[src/rtl/clrp_pkg.sv]
// Shared types and constants for the polyline clearance profiler.
package clrp_pkg;

  // Fixed field widths of the item and result channels.
  localparam int COORD_IN_W = 24;
  localparam int CNT_W      = 24;
  localparam int ACC_W      = 48;
  localparam int LEN_W      = 26;
  localparam int RISE_W     = 25;
  localparam int ELEV_W     = 24;

  localparam logic [LEN_W-1:0] LEN_MAX = '1;
  localparam logic [CNT_W-1:0] CNT_MAX = '1;
  localparam logic [ACC_W-1:0] ACC_MAX = '1;

  // Sequencer states.
  typedef enum logic [2:0] {
    ST_IDLE,
    ST_SQ_X,
    ST_SQ_Y,
    ST_SQ_Z,
    ST_SUM,
    ST_ROOT_GO,
    ST_ROOT,
    ST_FINISH
  } st_t;

  // Strobes from the sequencer to the datapath.
  typedef struct packed {
    logic idle;
    logic capture;
    logic sq_x;
    logic sq_y;
    logic sq_z;
    logic sum;
    logic root_start;
    logic finish;
  } ctl_t;

endpackage

[src/rtl/clrp_isqrt.sv]
// Digit-by-digit integer square root, one result bit per cycle.
module clrp_isqrt #(
  parameter int RAD_W = 50
) (
  input  logic                 clk,
  input  logic                 rst_n,
  input  logic                 start,
  input  logic [RAD_W-1:0]     radicand,
  output logic [RAD_W/2-1:0]   root,
  output logic                 busy,
  output logic                 done
);

  localparam int ROOT_W = RAD_W / 2;
  localparam int CNT_W  = $clog2(ROOT_W);
  localparam int REM_W  = ROOT_W + 2;

  logic [RAD_W-1:0]  rad_r,  rad_nxt;
  logic [REM_W-1:0]  rem_r,  rem_nxt;
  logic [ROOT_W-1:0] root_r, root_nxt;
  logic [CNT_W-1:0]  cnt_r,  cnt_nxt;
  logic              busy_r, busy_nxt;
  logic              done_r, done_nxt;

  logic [REM_W+1:0]  rem_sh;
  logic [REM_W+1:0]  trial;
  logic [REM_W+1:0]  diff;
  logic              fits;

  // One restoring step: bring down two radicand bits and try the next root bit.
  assign rem_sh = {rem_r, rad_r[RAD_W-1 -: 2]};
  assign trial  = {2'b00, root_r, 2'b01};
  assign diff   = rem_sh - trial;
  assign fits   = (rem_sh >= trial);

  // Iteration control and datapath update.
  always_comb begin
    rad_nxt  = rad_r;
    rem_nxt  = rem_r;
    root_nxt = root_r;
    cnt_nxt  = cnt_r;
    busy_nxt = busy_r;
    done_nxt = 1'b0;
    if (start) begin
      rad_nxt  = radicand;
      rem_nxt  = '0;
      root_nxt = '0;
      cnt_nxt  = '0;
      busy_nxt = 1'b1;
    end else if (busy_r) begin
      rad_nxt  = {rad_r[RAD_W-3:0], 2'b00};
      rem_nxt  = fits ? diff[REM_W-1:0] : rem_sh[REM_W-1:0];
      root_nxt = {root_r[ROOT_W-2:0], fits};
      cnt_nxt  = cnt_r + 1'b1;
      if (cnt_r == CNT_W'(ROOT_W - 1)) begin
        busy_nxt = 1'b0;
        done_nxt = 1'b1;
      end
    end
  end

  // Control state is reset; the working registers are not.
  always_ff @(posedge clk) begin
    if (!rst_n) begin
      busy_r <= 1'b0;
      done_r <= 1'b0;
      cnt_r  <= '0;
    end else begin
      busy_r <= busy_nxt;
      done_r <= done_nxt;
      cnt_r  <= cnt_nxt;
    end
  end

  always_ff @(posedge clk) begin
    rad_r  <= rad_nxt;
    rem_r  <= rem_nxt;
    root_r <= root_nxt;
  end

  assign root = root_r;
  assign busy = busy_r;
  assign done = done_r;

endmodule

[src/rtl/clrp_ctrl.sv]
// Sequencer that steps one item through the shared squarer and the root units.
module clrp_ctrl (
  input  logic          clk,
  input  logic          rst_n,
  input  logic          in_valid,
  input  logic          first_eff,
  input  logic          root_done,
  input  logic          out_free,
  output clrp_pkg::ctl_t ctl
);

  import clrp_pkg::*;

  st_t state_r, state_nxt;

  // Next state.
  always_comb begin
    state_nxt = state_r;
    unique case (state_r)
      ST_IDLE: begin
        if (in_valid) begin
          state_nxt = first_eff ? ST_FINISH : ST_SQ_X;
        end
      end
      ST_SQ_X:    state_nxt = ST_SQ_Y;
      ST_SQ_Y:    state_nxt = ST_SQ_Z;
      ST_SQ_Z:    state_nxt = ST_SUM;
      ST_SUM:     state_nxt = ST_ROOT_GO;
      ST_ROOT_GO: state_nxt = ST_ROOT;
      ST_ROOT: begin
        if (root_done) begin
          state_nxt = ST_FINISH;
        end
      end
      ST_FINISH: begin
        if (out_free) begin
          state_nxt = ST_IDLE;
        end
      end
      default: state_nxt = ST_IDLE;
    endcase
  end

  // Strobes for the datapath.
  always_comb begin
    ctl = '0;
    unique case (state_r)
      ST_IDLE: begin
        ctl.idle    = 1'b1;
        ctl.capture = in_valid;
      end
      ST_SQ_X:    ctl.sq_x       = 1'b1;
      ST_SQ_Y:    ctl.sq_y       = 1'b1;
      ST_SQ_Z:    ctl.sq_z       = 1'b1;
      ST_SUM:     ctl.sum        = 1'b1;
      ST_ROOT_GO: ctl.root_start = 1'b1;
      ST_ROOT:    ctl            = '0;
      ST_FINISH:  ctl.finish     = out_free;
      default:    ctl            = '0;
    endcase
  end

  always_ff @(posedge clk) begin
    if (!rst_n) begin
      state_r <= ST_IDLE;
    end else begin
      state_r <= state_nxt;
    end
  end

endmodule

[src/rtl/polyline_clearance_profiler_unit.sv]
// Top level of the polyline clearance profiler: per-point segment lengths and path statistics.
//
// Usage:
// - Input channel in_*: one path point per item (x, y, z and a first-point flag).
//   An item is taken when in_valid is high and in_stall is low.
// - Result channel out_*: one result item per point, taken when out_valid is high
//   and out_stall is low. The result sits in an output register, so the next
//   point is accepted while a finished result still waits.
// - cfg_wr_en / cfg_wr_data write the clearance threshold; write only while idle.
// Sequence:
// - A first point goes from the idle step straight to the finish step, which
//   writes the result register.
// - Any other point goes through three squarer passes and two sums, then two
//   digit-by-digit roots of COORD_BITS + 1 steps side by side, then the finish step.
// - in_stall stays high while a point is in work.
// Reset (rst_n low, synchronous) empties the block, clears the threshold and
// closes the path, so the next point starts a new path.
// When the receiver stalls, the finished result holds and the sequencer waits
// in its last step until the output register is free.
module polyline_clearance_profiler_unit #(
  parameter int COORD_BITS = 24
) (
  input  logic                                   clk,
  input  logic                                   rst_n,
  // Configuration
  input  logic                                   cfg_wr_en,
  input  logic [clrp_pkg::LEN_W-1:0]             cfg_wr_data,
  // Input channel
  input  logic                                   in_valid,
  output logic                                   in_stall,
  input  logic                                   in_first_point,
  input  logic signed [clrp_pkg::COORD_IN_W-1:0] in_coord_x,
  input  logic signed [clrp_pkg::COORD_IN_W-1:0] in_coord_y,
  input  logic signed [clrp_pkg::COORD_IN_W-1:0] in_coord_z,
  // Result channel
  output logic                                   out_valid,
  input  logic                                   out_stall,
  output logic [clrp_pkg::CNT_W-1:0]             out_point_number,
  output logic [clrp_pkg::ACC_W-1:0]             out_chainage,
  output logic [clrp_pkg::LEN_W-1:0]             out_horizontal_length,
  output logic [clrp_pkg::LEN_W-1:0]             out_spatial_length,
  output logic signed [clrp_pkg::RISE_W-1:0]     out_rise,
  output logic                                   out_below_threshold,
  output logic [clrp_pkg::CNT_W-1:0]             out_warning_total,
  output logic signed [clrp_pkg::ELEV_W-1:0]     out_lowest_elevation,
  output logic signed [clrp_pkg::ELEV_W-1:0]     out_highest_elevation,
  output logic [clrp_pkg::LEN_W-1:0]             out_shortest_segment,
  output logic [clrp_pkg::LEN_W-1:0]             out_longest_segment,
  output logic [clrp_pkg::ACC_W-1:0]             out_path_length
);

  import clrp_pkg::*;

  localparam int CW     = COORD_BITS;
  localparam int DW     = COORD_BITS + 1;
  localparam int RAD_W  = 2 * DW;
  localparam int ROOT_W = DW;
  localparam int LW     = (ROOT_W > LEN_W) ? ROOT_W : LEN_W;
  localparam int RW     = (DW > RISE_W) ? DW : RISE_W;
  localparam int EW     = (CW > ELEV_W) ? CW : ELEV_W;

  localparam logic signed [RW-1:0] RISE_HI = RW'((2 ** (RISE_W - 1)) - 1);
  localparam logic signed [RW-1:0] RISE_LO = -RISE_HI - RW'(1);
  localparam logic signed [EW-1:0] ELEV_HI = EW'((2 ** (ELEV_W - 1)) - 1);
  localparam logic signed [EW-1:0] ELEV_LO = -ELEV_HI - EW'(1);

  ctl_t ctl;

  // Configuration and path status.
  logic [LEN_W-1:0] thr_r;
  logic             open_r;
  logic             first_eff;

  // Captured point and deltas.
  logic signed [CW-1:0] x_c, y_c, z_c;
  logic signed [CW-1:0] prev_x_r, prev_y_r, prev_z_r;
  logic signed [CW-1:0] z_r;
  logic                 first_r;
  logic signed [DW-1:0] dx_r, dy_r, dz_r;

  // Shared squarer and sums.
  logic signed [DW-1:0] mul_d;
  logic [DW-1:0]        mag;
  logic [RAD_W-1:0]     prod_c;
  logic [RAD_W-1:0]     prod_r;
  logic [RAD_W-1:0]     h2_r;
  logic [RAD_W-1:0]     s2_r;

  // Root units.
  logic [ROOT_W-1:0] h_root, s_root;
  logic              h_busy, s_busy, h_done, s_done;

  // Running path state.
  logic [CNT_W-1:0]     cnt_r,   cnt_nxt;
  logic [ACC_W-1:0]     chain_r, chain_nxt;
  logic [ACC_W-1:0]     plen_r,  plen_nxt;
  logic [CNT_W-1:0]     warn_r,  warn_nxt;
  logic signed [CW-1:0] elo_r,   elo_nxt;
  logic signed [CW-1:0] ehi_r,   ehi_nxt;
  logic [LEN_W-1:0]     seglo_r, seglo_nxt;
  logic [LEN_W-1:0]     seghi_r, seghi_nxt;

  // Finish-step helpers.
  logic [CNT_W-1:0]     index;
  logic [ACC_W-1:0]     chain_b, plen_b;
  logic [CNT_W-1:0]     warn_b;
  logic signed [CW-1:0] elo_b, ehi_b;
  logic [LW-1:0]        h_root_w, s_root_w;
  logic [LEN_W-1:0]     hlen, slen;
  logic                 below;
  logic [ACC_W:0]       chain_sum, plen_sum;
  logic signed [RW-1:0] dz_w;
  logic signed [RISE_W-1:0] rise_c;
  logic signed [EW-1:0] elo_w, ehi_w;
  logic signed [ELEV_W-1:0] elo_c, ehi_c;

  // Output register.
  logic                     out_valid_r, out_valid_nxt;
  logic                     out_free;
  logic [CNT_W-1:0]         o_num_r;
  logic [ACC_W-1:0]         o_chain_r;
  logic [LEN_W-1:0]         o_hlen_r, o_slen_r;
  logic signed [RISE_W-1:0] o_rise_r;
  logic                     o_below_r;
  logic [CNT_W-1:0]         o_warn_r;
  logic signed [ELEV_W-1:0] o_elo_r, o_ehi_r;
  logic [LEN_W-1:0]         o_seglo_r, o_seghi_r;
  logic [ACC_W-1:0]         o_plen_r;

  // Coordinates: the low COORD_BITS bits, taken as a signed value; wider settings see the
  // 24-bit field as a non-negative value.
  generate
    if (CW <= COORD_IN_W) begin : g_narrow
      assign x_c = in_coord_x[CW-1:0];
      assign y_c = in_coord_y[CW-1:0];
      assign z_c = in_coord_z[CW-1:0];
    end else begin : g_wide
      assign x_c = {{(CW - COORD_IN_W){1'b0}}, in_coord_x};
      assign y_c = {{(CW - COORD_IN_W){1'b0}}, in_coord_y};
      assign z_c = {{(CW - COORD_IN_W){1'b0}}, in_coord_z};
    end
  endgenerate

  assign first_eff = in_first_point | ~open_r;
  assign out_free  = ~out_valid_r | ~out_stall;
  assign in_stall  = ~ctl.idle;

  clrp_ctrl u_ctrl (
    .clk       (clk),
    .rst_n     (rst_n),
    .in_valid  (in_valid),
    .first_eff (first_eff),
    .root_done (s_done),
    .out_free  (out_free),
    .ctl       (ctl)
  );

  // Configuration register and path-open flag.
  always_ff @(posedge clk) begin
    if (!rst_n) begin
      thr_r  <= '0;
      open_r <= 1'b0;
    end else begin
      if (cfg_wr_en) begin
        thr_r <= cfg_wr_data;
      end
      if (ctl.capture) begin
        open_r <= 1'b1;
      end
    end
  end

  // Capture the point, form the deltas and move the previous point along.
  always_ff @(posedge clk) begin
    if (ctl.capture) begin
      first_r  <= first_eff;
      z_r      <= z_c;
      dx_r     <= DW'(x_c) - DW'(prev_x_r);
      dy_r     <= DW'(y_c) - DW'(prev_y_r);
      dz_r     <= DW'(z_c) - DW'(prev_z_r);
      prev_x_r <= x_c;
      prev_y_r <= y_c;
      prev_z_r <= z_c;
    end
  end

  // Shared squarer: one delta per cycle, product registered before any sum.
  always_comb begin
    if (ctl.sq_x) begin
      mul_d = dx_r;
    end else if (ctl.sq_y) begin
      mul_d = dy_r;
    end else begin
      mul_d = dz_r;
    end
  end

  assign mag    = mul_d[DW-1] ? DW'(-mul_d) : DW'(mul_d);
  assign prod_c = mag * mag;

  always_ff @(posedge clk) begin
    if (ctl.sq_x || ctl.sq_y || ctl.sq_z) begin
      prod_r <= prod_c;
    end
    if (ctl.sq_y) begin
      h2_r <= prod_r;
    end else if (ctl.sq_z) begin
      h2_r <= h2_r + prod_r;
    end
    if (ctl.sum) begin
      s2_r <= h2_r + prod_r;
    end
  end

  // Horizontal and spatial roots run side by side.
  clrp_isqrt #(.RAD_W(RAD_W)) u_root_h (
    .clk      (clk),
    .rst_n    (rst_n),
    .start    (ctl.root_start),
    .radicand (h2_r),
    .root     (h_root),
    .busy     (h_busy),
    .done     (h_done)
  );

  clrp_isqrt #(.RAD_W(RAD_W)) u_root_s (
    .clk      (clk),
    .rst_n    (rst_n),
    .start    (ctl.root_start),
    .radicand (s2_r),
    .root     (s_root),
    .busy     (s_busy),
    .done     (s_done)
  );

  // Lengths clamp to the result width.
  assign h_root_w = LW'(h_root);
  assign s_root_w = LW'(s_root);

  // Finish step: fold the segment into the running path values.
  always_comb begin
    index   = first_r ? '0 : cnt_r;
    chain_b = first_r ? '0 : chain_r;
    plen_b  = first_r ? '0 : plen_r;
    warn_b  = first_r ? '0 : warn_r;
    elo_b   = first_r ? z_r : elo_r;
    ehi_b   = first_r ? z_r : ehi_r;

    cnt_nxt = (index != CNT_MAX) ? index + 1'b1 : index;
    elo_nxt = (z_r < elo_b) ? z_r : elo_b;
    ehi_nxt = (z_r > ehi_b) ? z_r : ehi_b;

    hlen = '0;
    slen = '0;
    dz_w = '0;
    if (!first_r) begin
      hlen = (h_root_w > LW'(LEN_MAX)) ? LEN_MAX : h_root_w[LEN_W-1:0];
      slen = (s_root_w > LW'(LEN_MAX)) ? LEN_MAX : s_root_w[LEN_W-1:0];
      dz_w = RW'(dz_r);
    end
    below = ~first_r && (thr_r != '0) && (slen < thr_r);

    chain_sum = {1'b0, chain_b} + (ACC_W + 1)'(hlen);
    plen_sum  = {1'b0, plen_b} + (ACC_W + 1)'(slen);
    chain_nxt = chain_sum[ACC_W] ? ACC_MAX : chain_sum[ACC_W-1:0];
    plen_nxt  = plen_sum[ACC_W] ? ACC_MAX : plen_sum[ACC_W-1:0];
    warn_nxt  = (below && warn_b != CNT_MAX) ? warn_b + 1'b1 : warn_b;

    if (first_r) begin
      seglo_nxt = '0;
      seghi_nxt = '0;
    end else if (index == CNT_W'(1)) begin
      seglo_nxt = slen;
      seghi_nxt = slen;
    end else begin
      seglo_nxt = (slen < seglo_r) ? slen : seglo_r;
      seghi_nxt = (slen > seghi_r) ? slen : seghi_r;
    end

    // Signed outputs clamp to their ranges.
    if (dz_w > RISE_HI) begin
      rise_c = RISE_HI[RISE_W-1:0];
    end else if (dz_w < RISE_LO) begin
      rise_c = RISE_LO[RISE_W-1:0];
    end else begin
      rise_c = dz_w[RISE_W-1:0];
    end
    elo_w = EW'(elo_nxt);
    ehi_w = EW'(ehi_nxt);
    if (elo_w > ELEV_HI) begin
      elo_c = ELEV_HI[ELEV_W-1:0];
    end else if (elo_w < ELEV_LO) begin
      elo_c = ELEV_LO[ELEV_W-1:0];
    end else begin
      elo_c = elo_w[ELEV_W-1:0];
    end
    if (ehi_w > ELEV_HI) begin
      ehi_c = ELEV_HI[ELEV_W-1:0];
    end else if (ehi_w < ELEV_LO) begin
      ehi_c = ELEV_LO[ELEV_W-1:0];
    end else begin
      ehi_c = ehi_w[ELEV_W-1:0];
    end
  end

  // Running path state.
  always_ff @(posedge clk) begin
    if (!rst_n) begin
      cnt_r   <= '0;
      chain_r <= '0;
      plen_r  <= '0;
      warn_r  <= '0;
      elo_r   <= '0;
      ehi_r   <= '0;
      seglo_r <= '0;
      seghi_r <= '0;
    end else if (ctl.finish) begin
      cnt_r   <= cnt_nxt;
      chain_r <= chain_nxt;
      plen_r  <= plen_nxt;
      warn_r  <= warn_nxt;
      elo_r   <= elo_nxt;
      ehi_r   <= ehi_nxt;
      seglo_r <= seglo_nxt;
      seghi_r <= seghi_nxt;
    end
  end

  // Output register and its valid flag.
  assign out_valid_nxt = ctl.finish | (out_valid_r & out_stall);

  always_ff @(posedge clk) begin
    if (!rst_n) begin
      out_valid_r <= 1'b0;
    end else begin
      out_valid_r <= out_valid_nxt;
    end
  end

  always_ff @(posedge clk) begin
    if (ctl.finish) begin
      o_num_r   <= index;
      o_chain_r <= chain_nxt;
      o_hlen_r  <= hlen;
      o_slen_r  <= slen;
      o_rise_r  <= rise_c;
      o_below_r <= below;
      o_warn_r  <= warn_nxt;
      o_elo_r   <= elo_c;
      o_ehi_r   <= ehi_c;
      o_seglo_r <= seglo_nxt;
      o_seghi_r <= seghi_nxt;
      o_plen_r  <= plen_nxt;
    end
  end

  assign out_valid             = out_valid_r;
  assign out_point_number      = o_num_r;
  assign out_chainage          = o_chain_r;
  assign out_horizontal_length = o_hlen_r;
  assign out_spatial_length    = o_slen_r;
  assign out_rise              = o_rise_r;
  assign out_below_threshold   = o_below_r;
  assign out_warning_total     = o_warn_r;
  assign out_lowest_elevation  = o_elo_r;
  assign out_highest_elevation = o_ehi_r;
  assign out_shortest_segment  = o_seglo_r;
  assign out_longest_segment   = o_seghi_r;
  assign out_path_length       = o_plen_r;

`ifndef ASSERT_OFF
  // No new item is taken while the roots are still iterating.
  a_busy_stalls: assert property (@(posedge clk) disable iff (!rst_n)
    (h_busy || s_busy) |-> in_stall)
    else $error("item accepted while root units busy");

  // Both root units start together and must finish together.
  a_roots_lockstep: assert property (@(posedge clk) disable iff (!rst_n)
    h_done == s_done)
    else $error("root units out of step");

  // A flagged segment is really shorter than the threshold.
  a_below_consistent: assert property (@(posedge clk) disable iff (!rst_n)
    (out_valid && out_below_threshold) |->
      (out_spatial_length < thr_r && thr_r != '0))
    else $error("below flag disagrees with threshold");

  // The first point of a path carries no segment.
  a_first_no_segment: assert property (@(posedge clk) disable iff (!rst_n)
    (out_valid && out_point_number == '0) |->
      (out_spatial_length == '0 && out_horizontal_length == '0 && out_rise == '0))
    else $error("first point reports a segment");
`endif

endmodule

[config.mk]
export PLATFORM = sky130hd
export DESIGN_NAME = polyline_clearance_profiler_unit
export DESIGN_NICKNAME = d
export VERILOG_FILES = /design/src/rtl/clrp_pkg.sv /design/src/rtl/clrp_isqrt.sv /design/src/rtl/clrp_ctrl.sv /design/src/rtl/polyline_clearance_profiler_unit.sv
export SDC_FILE = /design/constraint.sdc
export NUM_CORES = 2
export LEC_CHECK = 0
export ABC_AREA = 1
export BUFFER_PORTS_ARGS = -buffer_cell sky130_fd_sc_hd__buf_2
export CORE_MARGIN = 10
export CORE_UTILIZATION = 40
export CTS_BUF_LIST = sky130_fd_sc_hd__clkbuf_2
export CTS_CLUSTER_DIAMETER = 60
export DETAILED_ROUTE_END_ITERATION = 8
export GPL_TIMING_DRIVEN = 1
export SLEW_MARGIN = 10
export SYNTH_ARGS = -nofsm -noshare
export SYNTH_HDL_FRONTEND = slang
export SYNTH_SLANG_ARGS = --single-unit
[constraint.sdc]
create_clock -name clk -period 15.2 [get_ports clk]
set_input_delay 2.28 -clock clk [delete_from_list [all_inputs] [get_ports clk]]
set_output_delay 2.28 -clock clk [all_outputs]
set_load 0.03 [all_outputs]
==> Yosys cells after proc, flatten, opt, wreduce, memory -nomap -nowiden <==
Index checks and enable logic that the tools add are counted.
{ "classes": {"n_reduce_logical": 13, "multipliers": 1, "addsub": 13, "n_mux": 56, "bitwise_logic": 11, "order_cmp": 15, "n_eq_ne": 15} }
{ "op_table": {"columns": ["cell", "count"], "rows": [
  ["two-way mux 50 bit", 6],
  ["two-way mux 26 bit", 10],
  ["two-way mux 24 bit", 10],
  ["two-way mux 48 bit", 4],
  ["two-way mux 25 bit", 5],
  ["adder 48 x 26 -> 49 bit", 2],
  ["subtractor 24 x 24 -> 25 bit", 3],
  ["greater-or-equal comparator 29 x 27 -> 1 bit", 2],
  ["two-way mux 27 bit", 2],
  ["subtractor 27 bit", 2],
  ["> comparator 25 x 26 -> 1 bit (second input constant)", 2],
  ["< comparator 26 bit", 2],
  ["adder 50 bit", 1],
  ["multiplier 25 x 25 -> 50 bit", 1],
  ["adder 24 x 1 -> 24 bit (second input constant)", 2],
  ["> comparator 24 bit (second input constant)", 2],
  ["< comparator 24 bit (second input constant)", 2],
  ["!= test 24 bit (second input constant)", 2],
  ["> comparator 26 bit", 1],
  ["nonzero test 26 bit", 1],
  ["> comparator 25 bit (second input constant)", 1],
  ["< comparator 25 bit (second input constant)", 1],
  ["negation 25 bit", 1],
  ["equality test 24 x 1 -> 1 bit (second input constant)", 1],
  ["other kinds (23)", 58]
]} }
{ "word_totals": {"output_inout_bits": 324, "regBits": 1112, "input_bits": 104} }

==> Logic depth before layout (Yosys ltp) <==
{ "logic_depth": {"depth_word": 7, "depth_mapped": 49, "depth_no_buf": 46} }

==> Modules after synthesis <==
Synthesis repeated with hierarchy kept, for this count alone.
{ "unflattened": {"hier_cells": 10531, "hier_area_um2": 83050.9} }
{ "by_module_without_submodules": {"columns": ["mod", "area_per_inst_um2", "instances", "cells_each"], "rows": [
  ["polyline_clearance_profiler_unit", 70091.0, 1, 8676],
  ["clrp_isqrt", 6354.8, 2, 906],
  ["clrp_ctrl", 250.2, 1, 43]
]} }

==> Worst setup path after synthesis <==
Ideal clock, no wire load.
{ "synth_timing": {"path_kind": "in2reg", "from": "input out_stall", "to": "register chain_r[17]", "arrival_time_ns": 12.210, "path_slack_ns": 2.489, "n_path_buf": 2, "stages": 6, "setup_ns": 0.501, "cell_sequence": "nand2_1 inv_1 nor2_1 clkbuf_1 clkbuf_1 a21oi_1"} }
{ "synth_rtl": {"columns": ["item", "line", "rtl"], "rows": [
  ["start: declaration", "polyline_clearance_profiler_unit.sv:37", "input logic out_stall,"],
  ["end signal: assignment", "polyline_clearance_profiler_unit.sv:319", "chain_r <= chain_nxt;"],
  ["end: declaration", "polyline_clearance_profiler_unit.sv:95", "logic [ACC_W-1:0] chain_r, chain_nxt;"]
]} }

==> Worst setup path after layout <==
{ "layout_timing": {"from": "register u_ctrl.state_r[1]", "to": "register prod_r[49] (data pin)"} }
{ "layout_between": {"elab_chain_len": 7} }
{ "layout_rtl": {"columns": ["item", "line", "rtl"], "rows": [
  ["start: declaration", "clrp_ctrl.sv:14", "st_t state_r, state_nxt;"],
  ["start signal: assignment", "clrp_ctrl.sv:67", "state_r <= state_nxt;"],
  ["equality test 3 x 2 -> 1 bit", "clrp_ctrl.sv:47", "unique case (state_r)"],
  ["two-way mux 1 bit", "clrp_ctrl.sv:47", null],
  ["two-way mux 25 bit", "polyline_clearance_profiler_unit.sv:191", "end else if (ctl.sq_y) begin"],
  ["two-way mux 25 bit (*)", "polyline_clearance_profiler_unit.sv:189", "if (ctl.sq_x) begin"],
  ["negation 25 bit", "polyline_clearance_profiler_unit.sv:198", "assign mag = mul_d[DW-1] ? DW'(-mul_d) : DW'(mul_d);"],
  ["two-way mux 25 bit (*)", "polyline_clearance_profiler_unit.sv:198", null],
  ["multiplier 25 x 25 -> 50 bit (*)", "polyline_clearance_profiler_unit.sv:199", "assign prod_c = mag * mag;"],
  ["net prod_c[49]", "polyline_clearance_profiler_unit.sv:84", "logic [RAD_W-1:0] prod_c;"],
  ["end signal: assignment", "polyline_clearance_profiler_unit.sv:203", "prod_r <= prod_c;"],
  ["end: declaration", "polyline_clearance_profiler_unit.sv:85", "logic [RAD_W-1:0] prod_r;"]
]} }
The timed path passes the listed nets; every way through them passes the cells marked *.
A chain may end at the register's enable or synchronous reset.

==> impl_metrics.csv <==
group,metric,value,unit
placed_design,dp_hpwl,194,mm
floorplanning,die_x,469,um
global_route,grt_max_degree,245,
critical_path,critPathRequiredTime,16.60,ns
global_route,use_met2,36.8,%
route,drt_iter0_drc,5491,
synthesis,synth_ff_type,"edfxtp_1",
clocking,cts_setup_buffers,0,
layout,post-route-util,44.0,%
global_route,use_met1,29.1,%
global_route,antenna_found_initial,9,
timing,slew_headroom,16.3,%
critical_path,crit_slowest_cell,"nand2_1",
synthesis,synth_cell_type_count,59,
global_route,overflow,0,
synthesis,synth.area.top_cells,"edfxtp_1 27%, fa_1 12%, nand2_1 9.8%",
placed_design,port_buffers,425,
route,vias_per_cell,5.12,
floorplanning,dieArea,220000,sq um
layout,nets,11600,
timing,skew,0.251,ns
route,wl,250,mm
route,wire_per_inst,18.8,um
timing,setup_ws,4.40,ns
layout,fin_cells,13400,
critical_path,crit_fanout,73,
timing,period_needed,10.80,ns
job,maxCapViolations,0,
synthesis,async_reset_ff_share,0,%
floorplanning,fp-row-count,164,
global_route,grtUsageMet3,4.22,%
route,vias,68400,
route,ant_nets,0,
timing,worst_pin_slew,1.26,ns
layout,syn_to_final_growth,9.40,%
critical_path,crit_type,"reg2reg",
placed_design,pre_cts_slack,4.62,ns
placed_design,dp.cells,12800,
synthesis,synth.avg_cell_area,8.11,sq um
route,drc,0,
floorplanning,core-area,200000,sq um
critical_path,start_kind,"flip-flop",
clocking,cts_tree,"yes",
clocking,cts_resized,0,
global_route,grt_pass1_vias,68300,
clocking,worstSkewPairLatency,1.87,ns
timing,timing.setup.tns,0,ns
synthesis,netlist_top_cells_count,"2100 x nand2_1, 1775 x inv_1, 1041 x nor2_1",
timing,period_share,71.0,%
clocking,cts_buffer_depth,4,
synthesis,synth_seq_cells,1109,
critical_path,cp-end-kind,"flip-flop",
timing,slew_viol_final,0,
synthesis,synth_cells,9926,
global_route,grt_util_all_layers,22.3,%
timing,hold_violations,0,
floorplanning,initial_utilization,40.2,%
clocking,cts_num_sinks,1109,
layout,drive_gt1_share,9.86,%
hold_path,hp-class,"reg2reg",
global_route,grt_pass1_wl,388,mm
clocking,cts_max_level,5,
global_route,busiest_layer,"met2",
synthesis,syn_area,80500,sq um
critical_path,reg2reg_depth,32,
clocking,clkTransAtPathRegs,0.10,ns
clocking,cts_buffers,319,
hold_path,hold-path-cell-count,2,
synthesis,yosysSeqAreaShare,36.5,%
synthesis,yosys.area.top_type_share,26.7,%
synthesis,synth-edff-count,717,
synthesis,synth_top_area_cell,"edfxtp_1",
synthesis,synth_warnings,0,
synthesis,yosysMostFrequentCell,"nand2_1",
timing,rsz0062_at_grt,"false",
floorplanning,die_h,469,um
critical_path,cpPeakStageDelay,0.72,ns
clocking,ctsHoldBuffers,0,
timing,setup_viol,0,
critical_path,worst_ep_arrival_time,12.20,ns
outcome,status,"finished clean",
floorplanning,io_pins,428,
clocking,cts-root-buf,"clkbuf_2",
timing,fmax,92.6,MHz
route,dr.pass1.iters,6,
placed_design,place.gp.congestion,0.975,
==> layout make-up <==
cell class                      instances  area, sq um
Tap cell                             2656         3320
Timing Repair Buffer                  487         2630
Sequential cell                      1109        29400
Multi-Input combinational cell       6746        43200
Inverter                             1805         6790
Clock inverter                         90          417
Antenna cell                            9         22.5
Clock buffer                          455         2280
Fill cell                           20300       112000
==> worst max-delay path, delay by kind of cell (launching register included) <==
family	cells	cell delay, ns
simple gates	9	1.84
flops	1	0.58
buf+inv	8	2.07
compound gates	7	1.78
fa+ha+maj	8	4.11
==> sequential cells by signal, indices dropped and copies added, names as in the netlist, 48 cells and up <==
name	flops
h2_r	50
s2_r	50
u_root_h.rad_r	50
u_root_s.rad_r	50
prod_r	49
chain_r	48
out_chainage	48
out_path_length	48
plen_r	48
==> cells by family after synthesis <==
family | Yosys count | synth area share (%)
compound gates | 1364 | 9.46
xor+xnor | 263 | 2.86
fa+ha+maj | 1014 | 20.3
buf+inv | 2091 | 9.98
flops | 1109 | 36.5
other cells | 2 | 0.00933
simple gates | 4083 | 20.9
==> stage by stage <==
stage / cell area (sq um) / hold slack, ns
after floorplan: 80600 / 0.430
after global placement: 85400 / 0.439
after detailed placement: 85400 / 0.448
after CTS: 88100 / 0.400
after global routing: 88100 / 0.444
final: 88100 / 0.422
==> path summary, 6_finish.rpt <==
kind,start,end,slack (ns)
max,u_ctrl.state_r[1]$_SDFFE_PN0P_,prod_r[49]$_DFFE_PP_,4.40
min,u_root_h.root[18]$_SDFFE_PP0P_,u_root_h.root[19]$_SDFFE_PP0P_,0.42
max reg2reg,u_ctrl.state_r[1]$_SDFFE_PN0P_,prod_r[49]$_DFFE_PP_,4.40
min reg2reg,u_root_h.root[18]$_SDFFE_PP0P_,u_root_h.root[19]$_SDFFE_PP0P_,0.42
==> metal layers <==
layer,up-vias,wire (um)
li1,33100,-
met1,32400,108000
met2,2345,115000
met3,454,17900
met4,6,9420
met5,-,34
==> cells in the final DEF, fill, tap and decap left out, drive strengths merged, types with 6 or more instances in the layout <==
| cell | count |
|---|---|
| nand3b | 26 |
| and2 | 15 |
| a21o | 43 |
| a31oi | 56 |
| diode | 9 |
| o211ai | 33 |
| ha | 532 |
| o21a | 25 |
| a21oi | 583 |
| dfxtp | 392 |
| nor3b | 6 |
| nand2 | 2115 |
| nand3 | 587 |
| o21bai | 52 |
| nor2 | 1057 |
| clkbuf | 455 |
| a22oi | 49 |
| xnor2 | 92 |
| o21ai | 456 |
| a21boi | 21 |
| nor3 | 123 |
| nand4 | 83 |
| or2 | 18 |
| conb | 22 |
| edfxtp | 717 |
| nor4 | 47 |
| xor2 | 171 |
| a211oi | 20 |
| inv | 1802 |
| fa | 482 |
| clkinv | 91 |
| buf | 487 |
Power is left out: the tool's default activity adds up to more than one toggle a clock period on the data nets, which glitch-free logic cannot reach.
